File: config.mk
export PLATFORM = sky130hd
export DESIGN_NAME = sobel_grad
export DESIGN_NICKNAME = d
export VERILOG_FILES = /design/src/sv/sobel_pkg.sv /design/src/sv/sobel_grad.sv
export SDC_FILE = /design/constraint.sdc
export NUM_CORES = 1
export LEC_CHECK = 0
export ABC_AREA = 1
export ABC_CLOCK_PERIOD_IN_PS = 10250
export BUFFER_PORTS_ARGS = -buffer_cell sky130_fd_sc_hd__buf_2
export CAP_MARGIN = 10
export CORE_UTILIZATION = 35
export CTS_CLUSTER_SIZE = 10
export DETAILED_ROUTE_END_ITERATION = 10
export HOLD_SLACK_MARGIN = 0.1
export MAX_ROUTING_LAYER = met4
export PLACE_DENSITY_LB_ADDON = 0.05
export SETUP_SLACK_MARGIN = 0.15
export SKIP_CTS_REPAIR_TIMING = 1
export SLEW_MARGIN = 20
export SYNTH_ARGS = -nofsm -noshare
export SYNTH_HDL_FRONTEND = slang
export SYNTH_SLANG_ARGS = --single-unit
File: constraint.sdc
create_clock -name clk -period 10.25 [get_ports clk]
set_input_delay 0.5125 -clock clk [delete_from_list [all_inputs] [get_ports clk]]
set_output_delay 0.5125 -clock clk [all_outputs]
set_load 0.01 [all_outputs]
File: src/sv/sobel_pkg.sv
// Shared types and constants for the streaming Sobel edge threshold block.
// Used by sobel_grad and sobel_edge_threshold_stream_top.
package sobel_pkg;

  // Sizes
  localparam int MAX_WIDTH_DEFAULT = 1024;
  localparam int PIXEL_W           = 8;
  localparam int IMG_WIDTH_W       = 11;
  localparam int IMG_HEIGHT_W      = 16;
  localparam int THRESH_W          = 22;
  localparam int CFG_INDEX_W       = 2;
  localparam int CFG_DATA_W        = 22;
  localparam int GRAD_W            = 11;  // signed gradient, |g| <= 1020
  localparam int SQ_W              = 20;  // g*g <= 1040400
  localparam int MAG_W             = SQ_W + 1;
  localparam int OUT_FIFO_DEPTH    = 8;

  // Register map
  typedef enum logic [CFG_INDEX_W-1:0] {
    REG_IMAGE_WIDTH      = 2'd0,
    REG_IMAGE_HEIGHT     = 2'd1,
    REG_THRESHOLD_SQUARE = 2'd2
  } cfg_reg_t;

  localparam logic [IMG_WIDTH_W-1:0]  IMAGE_WIDTH_RESET  = 11'd1024;
  localparam logic [IMG_HEIGHT_W-1:0] IMAGE_HEIGHT_RESET = 16'd768;
  localparam logic [THRESH_W-1:0]     THRESHOLD_RESET    = 22'd16256;
  localparam int                      MIN_DIM            = 3;

  // Output pixel codes
  localparam logic [PIXEL_W-1:0] EDGE_PIXEL  = 8'd0;
  localparam logic [PIXEL_W-1:0] PLAIN_PIXEL = 8'd255;

  // Payloads
  typedef struct packed {
    logic [PIXEL_W-1:0] red_sample;
    logic               frame_start;
  } pixel_t;

  typedef struct packed {
    logic [PIXEL_W-1:0] edge_value;
    logic               frame_last;
  } result_t;

  // Per-stage control travelling alongside the window
  typedef struct packed {
    logic valid;
    logic interior;
    logic last;
  } stage_ctl_t;

  // 3x3 window, index row*3 + col, row 0 top, col 2 newest
  typedef logic [8:0][PIXEL_W-1:0] window_t;

endpackage

File: src/sv/sobel_grad.sv
// Gradient stage: Sobel kernels, squares, then squared magnitude against threshold.
// One register stage. Depends on sobel_pkg.
module sobel_grad (
  input  logic                          clk,
  input  logic                          rst,
  input  sobel_pkg::window_t            window,
  input  sobel_pkg::stage_ctl_t         ctl_in,
  input  logic [sobel_pkg::THRESH_W-1:0] threshold_square,
  output sobel_pkg::stage_ctl_t         ctl_out,
  output logic                          push,
  output sobel_pkg::result_t            result
);
  import sobel_pkg::*;

  localparam int SUM_W = GRAD_W - 1;  // 4*255 fits in 10 bits

  logic [SUM_W-1:0]         left_sum, right_sum, top_sum, bottom_sum;
  logic signed [GRAD_W-1:0] gx, gy;
  logic signed [2*GRAD_W-1:0] gx_full, gy_full;
  logic [SQ_W-1:0]          gx_sq, gy_sq;
  logic [MAG_W-1:0]         mag;

  // kernel sums, weights 1,2,1
  always_comb begin
    left_sum   = SUM_W'(window[0]) + SUM_W'({window[3], 1'b0}) + SUM_W'(window[6]);
    right_sum  = SUM_W'(window[2]) + SUM_W'({window[5], 1'b0}) + SUM_W'(window[8]);
    top_sum    = SUM_W'(window[0]) + SUM_W'({window[1], 1'b0}) + SUM_W'(window[2]);
    bottom_sum = SUM_W'(window[6]) + SUM_W'({window[7], 1'b0}) + SUM_W'(window[8]);
    gx = $signed({1'b0, right_sum}) - $signed({1'b0, left_sum});
    gy = $signed({1'b0, bottom_sum}) - $signed({1'b0, top_sum});
    gx_full = gx * gx;
    gy_full = gy * gy;
  end

  // squares registered
  always_ff @(posedge clk) begin
    if (rst) begin
      ctl_out <= '0;
    end else begin
      ctl_out <= ctl_in;
    end
  end

  always_ff @(posedge clk) begin
    gx_sq <= gx_full[SQ_W-1:0];
    gy_sq <= gy_full[SQ_W-1:0];
  end

  // magnitude compare, result goes straight to the output queue
  always_comb begin
    mag               = MAG_W'(gx_sq) + MAG_W'(gy_sq);
    push              = ctl_out.valid && ctl_out.interior;
    result.edge_value = (THRESH_W'(mag) > threshold_square) ? EDGE_PIXEL : PLAIN_PIXEL;
    result.frame_last = ctl_out.last;
  end

endmodule

== Word level (Yosys, flattened, before mapping) ==
Cells that the tools add are included.

* Word-level logic and storage cells: 21
* Latch bits: 0
* Flip-flop bits (word level): 43
* Memory bits (writable): 0
* Memories: 0
* Bits of input ports: 99
* Bits in read-only memories: 0

* Add/sub/neg operators: 11
* Shifts and indexed selects: 0
* Reduce and logical (&&, ||, !) cells: 1
* Div/mod/pow operators: 0
* Multiply operators: 2
* Muxes and demuxes: 1
* Magnitude comparators: 1
* Bitwise logic cells: 0
* Equality and inequality tests: 0

{| class="wikitable"
|+ Operators with widths
! kind !! number
|-
| adder 10 x 8 -> 10 bit || 4
|-
| adder 8 x 9 -> 10 bit || 4
|-
| multiplier 11 x 11 -> 20 bit || 2
|-
| greater-than comparator 21 x 22 -> 1 bit || 1
|-
| subtractor 10 x 10 -> 11 bit || 2
|-
| adder 20 x 20 -> 21 bit || 1
|-
| 2-to-1 mux 8 bit || 1
|-
| logical AND 1 bit || 1
|}

== Logic depth before layout (Yosys ltp) ==
* Word-level depth: 4
* Depth in mapped cells: 39
* Depth with buffers taken out: 39

== Least setup slack after synthesis ==
No wires, ideal clock.

* Path kind: input-to-reg
* Start point: in window[19] in the netlist's numbering
* End point: reg gx_sq[18]
* Library setup time: 127 ps
* Required time: 10123 ps
* Cell stages on the path: 29
* Setup slack: 2883 ps
* Data arrival time: 7240 ps
* Cells stage by stage: fa_1 -> fa_1 -> inv_1 -> fa_1 -> inv_1 -> ha_1 -> a21oi_1 -> nand2_2 -> a21oi_4 -> o21ai_1 -> buf_2 -> nor2_1 -> inv_1 -> fa_1 -> inv_1 -> fa_1 -> inv_1 -> fa_1 -> inv_1 -> fa_1 -> inv_1 -> fa_1 -> inv_1 -> ha_1 -> a21oi_1 -> o21ai_0 -> a21oi_1 -> o21ai_0 -> xor2_1

* Cells in the longest elaborated chain, start to end: 4

{| class="wikitable"
|+ Ends and longest elaborated chain
! what !! RTL line !! source
|-
| from (decl) || sobel_grad.sv:6 || <nowiki>input sobel_pkg::window_t window,</nowiki>
|-
| adder 8 x 9 -> 10 bit || sobel_grad.sv:26 || <nowiki>right_sum = SUM_W'(window[2]) + SUM_W'({window[5], 1'b0}) + SUM_W'(window[8]);</nowiki>
|-
| adder 10 x 8 -> 10 bit || sobel_grad.sv:26 ||
|-
| subtractor 10 x 10 -> 11 bit || sobel_grad.sv:29 || <nowiki>gx = $signed({1'b0, right_sum}) - $signed({1'b0, left_sum});</nowiki>
|-
| multiplier 11 x 11 -> 20 bit || sobel_grad.sv:31 || <nowiki>gx_full = gx * gx;</nowiki>
|-
| via gx_full[18] || sobel_grad.sv:19 || <nowiki>logic signed [2*GRAD_W-1:0] gx_full, gy_full;</nowiki>
|-
| to (signal assigned) || sobel_grad.sv:45 || <nowiki>gx_sq <= gx_full[SQ_W-1:0];</nowiki>
|-
| to (decl) || sobel_grad.sv:20 || <nowiki>logic [SQ_W-1:0] gx_sq, gy_sq;</nowiki>
|}

The timed path passes the listed nets, and every way through them passes these cells.
A chain may end at the register's enable or synchronous reset.

== Worst setup path in the final report ==
* Start point: in window[17] in the netlist's numbering
* End point: reg gx_sq[17]

The elaborated chain is that of the path after synthesis.

==> flow_metrics.py <==
metrics = {
    "routing": {
        "num_vias": 9145,
        "wl_per_cell_microns": 13.8,
        "routed_wl_microns": 28900,
        "drc": 0,
        "ant_nets": 0,
        "viasPerCell": 4.38,
        "dr.pass1.iters": 5,
        "dr.first_iter.drc_count": 258,
    },
    "logic_synthesis": {
        "avgSynthCellArea_sq_um": 8.26,
        "ys_seq_area_share_pct": 6.53,
        "yosys.area.top_type": "fa_1",
        "synthArstFlopShare_pct": 0,
        "ys_ff_latch": 41,
        "ys_dominant_reg_cell": "dfxtp_1",
        "syn_inst": 1522,
        "synth_fp_nets": 2015,
        "syn_area_sq_um": 12600,
        "ys_warn_count": 0,
        "ys_types": 47,
        "synth_edf_count": 0,
        "synthTopCellsByArea": "fa_1 39%, ha_1 15%, inv_1 14%",
        "synth_top_area_share_pct": 39.5,
    },
    "global_route": {
        "grt_pass1_vias": 10147,
        "antenna_found_initial": 3,
        "grt_start_max_net_pins": 15,
        "track_usage_pct": 17.7,
        "grt_pass1_wl_microns": 49600,
        "grt-ovfl-total": 0,
    },
    "cells_and_area": {
        "fin_util_pct": 38.8,
        "final_nets": 2114,
        "fillers": 3771,
        "multi_input_area_sq_um": 9850,
        "regArea_sq_um": 821,
        "area_growth_pct": 9.39,
        "drive_gt1_share_pct": 9.74,
        "fin_cells": 2086,
        "design_area_sq_um": 13800,
    },
    "place": {
        "dp_hpwl_microns": 26600,
        "placed_cells": 2075,
        "place_congestion": 0.813,
        "dpl_cell_area_sq_um": 13600,
        "io_buffer_count": 103,
    },
    "sta": {
        "drv_slew": 0,
        "finalHoldViolations": 0,
        "finalSetupTns_ns": 0,
        "period_share_pct": 78.1,
        "rsz0062_at_grt": "false",
        "fmax_mhz": 125,
        "relSlewSlack_pct": 58.3,
        "period_minus_slack_ns": 8.00,
        "tightest_slew_ns": 0.624,
        "setup_viol": 0,
    },
    "setup_path": {
        "cp-start-kind": "primary input",
        "critical_path_peak_fanout": 8,
        "cp.arrival_ns": 8.15,
        "slowest_delay_ns": 0.93,
        "path_buf_inv": 8,
        "critical_path.most_common_cell": "fa_1",
        "endpoint_kind": "register",
        "crit_required_ns": 10.40,
        "cp-startpoint": "window[17]",
        "crit_family": "adder cells",
        "crit_type": "primary input to register",
        "slowest_stage": "fa_1",
    },
    "cts": {
        "cts_buffer_depth": 2,
        "htreeDepth": 2,
        "cts.root.buffer_cell": "clkbuf_16",
        "cts_tree": "done",
        "cts.clk_slew.worst_paths_ns": 0.06,
        "cts_sinks": 41,
        "cts_buffers": 5,
    },
    "die": {
        "ios": 112,
        "fp.dieH_microns": 192,
        "rows": 69,
        "core_sq_um": 35500,
        "dieArea_sq_um": 36700,
        "initial_core_util_pct": 35.4,
        "die_w_microns": 192,
    },
    "outcome": {
        "outcome": "complete, no violations",
    },
    "run": {
        "drv_cap": 0,
    },
    "min_path": {
        "hp-class": "primary input to register",
        "hold_start": "rst",
    },
}
-- worst paths after layout --
kind | end | slack, ns | cells past startpoint
setup / recovery | gx_sq[17] | 2.25 | 25
hold / removal | ctl_out[0] | 0.41 | 2
-- cell families (layout without fill, tap and decap cells) --
logic type | after synthesis | count (layout) | synth area share [%]
adders and majority gates | 394 | 394 | 54.0
other | 0 | 3 | 0
buffers and inverters | 498 | 598 | 15.2
and+or+nand+nor | 385 | 385 | 12.9
AOI/OAI and AO/OA | 131 | 131 | 5.88
DFF | 41 | 41 | 6.53
xor gates and xnor gates | 73 | 73 | 5.47
-- cell usage after synthesis (2+ instances only) --
cell	n
nand4_1	6
a31oi_1	2
o21ai_0	28
o21bai_1	3
o21a_1	4
nand3_1	37
clkinv_1	3
nor2_4	3
dfxtp_1	41
nor4_1	2
nand2_2	6
xor2_2	3
nor2_1	118
nand3_2	2
xnor2_1	16
a21o_1	6
nand2_1	189
a21boi_1	2
o211ai_1	4
nor2_2	5
buf_4	9
o31ai_1	2
xor2_1	52
ha_1	146
a21oi_2	3
nand3b_1	3
inv_2	14
fa_1	248
a21oi_1	73
clkbuf_1	3
nor3_1	7
inv_1	467
-- state kept, by name, summed over array words and instances (netlist names) --
signal	count
ctl_out	3
gx_sq	19
gy_sq	19
-- per-layer routing --
| metal | wire length, microns | part of all wire [%] | GRT usage, % |
|---|---|---|---|
| met5 | 0 | 0 | - |
| met2 | 14500 | 50 | 32.2 |
| met4 | 127 | 0.44 | 1.74 |
| met3 | 936 | 3.2 | 1.56 |
| met1 | 13300 | 46 | 21.9 |
-- per-stage QoR --
step                      worst slack [ns]  hold slack [ns]
after CTS                             2.18            0.407
after floorplan                       2.88            0.584
after global routing                  1.74            0.424
after global placement                1.91            0.714
final                                 2.25            0.414
after detailed placement              1.90            0.713
-- area by class of cell --
type	instances	area share (%)
antenna	3	0.0546
multi-input combinational	983	71.6
sequential	41	5.97
clock buffer	5	0.910
tap	461	4.19
inverter	484	13.2
clock inverter	3	0.155
timing repair buffer	106	3.91
-- cell usage in the layout, fill, tap and decap left out, types with 3 or more instances in the layout --
cell / Yosys / layout
o21a_1: 4 / 4
xor2_2: 3 / 3
fa_1: 248 / 248
nor3_1: 7 / 7
a21oi_2: 3 / 3
nor2_4: 3 / 3
o211ai_1: 4 / 4
o21bai_1: 3 / 3
nand2_2: 6 / 6
inv_1: 467 / 467
a21oi_1: 73 / 73
inv_2: 14 / 14
dfxtp_1: 41 / 41
o21ai_0: 28 / 28
diode_2: 0 / 3
nand3_1: 37 / 37
nor2_2: 5 / 5
buf_4: 9 / 3
ha_1: 146 / 146
clkinv_1: 3 / 3
nand3b_1: 3 / 3
a21o_1: 6 / 6
nand2_1: 189 / 189
nor2_1: 118 / 118
xor2_1: 52 / 52
xnor2_1: 16 / 16
nand4_1: 6 / 6
clkbuf_16: 0 / 5
buf_2: 1 / 103
Power is not shown: default switching activity piles up to over one toggle a cycle in this logic, so the estimate is an artifact.
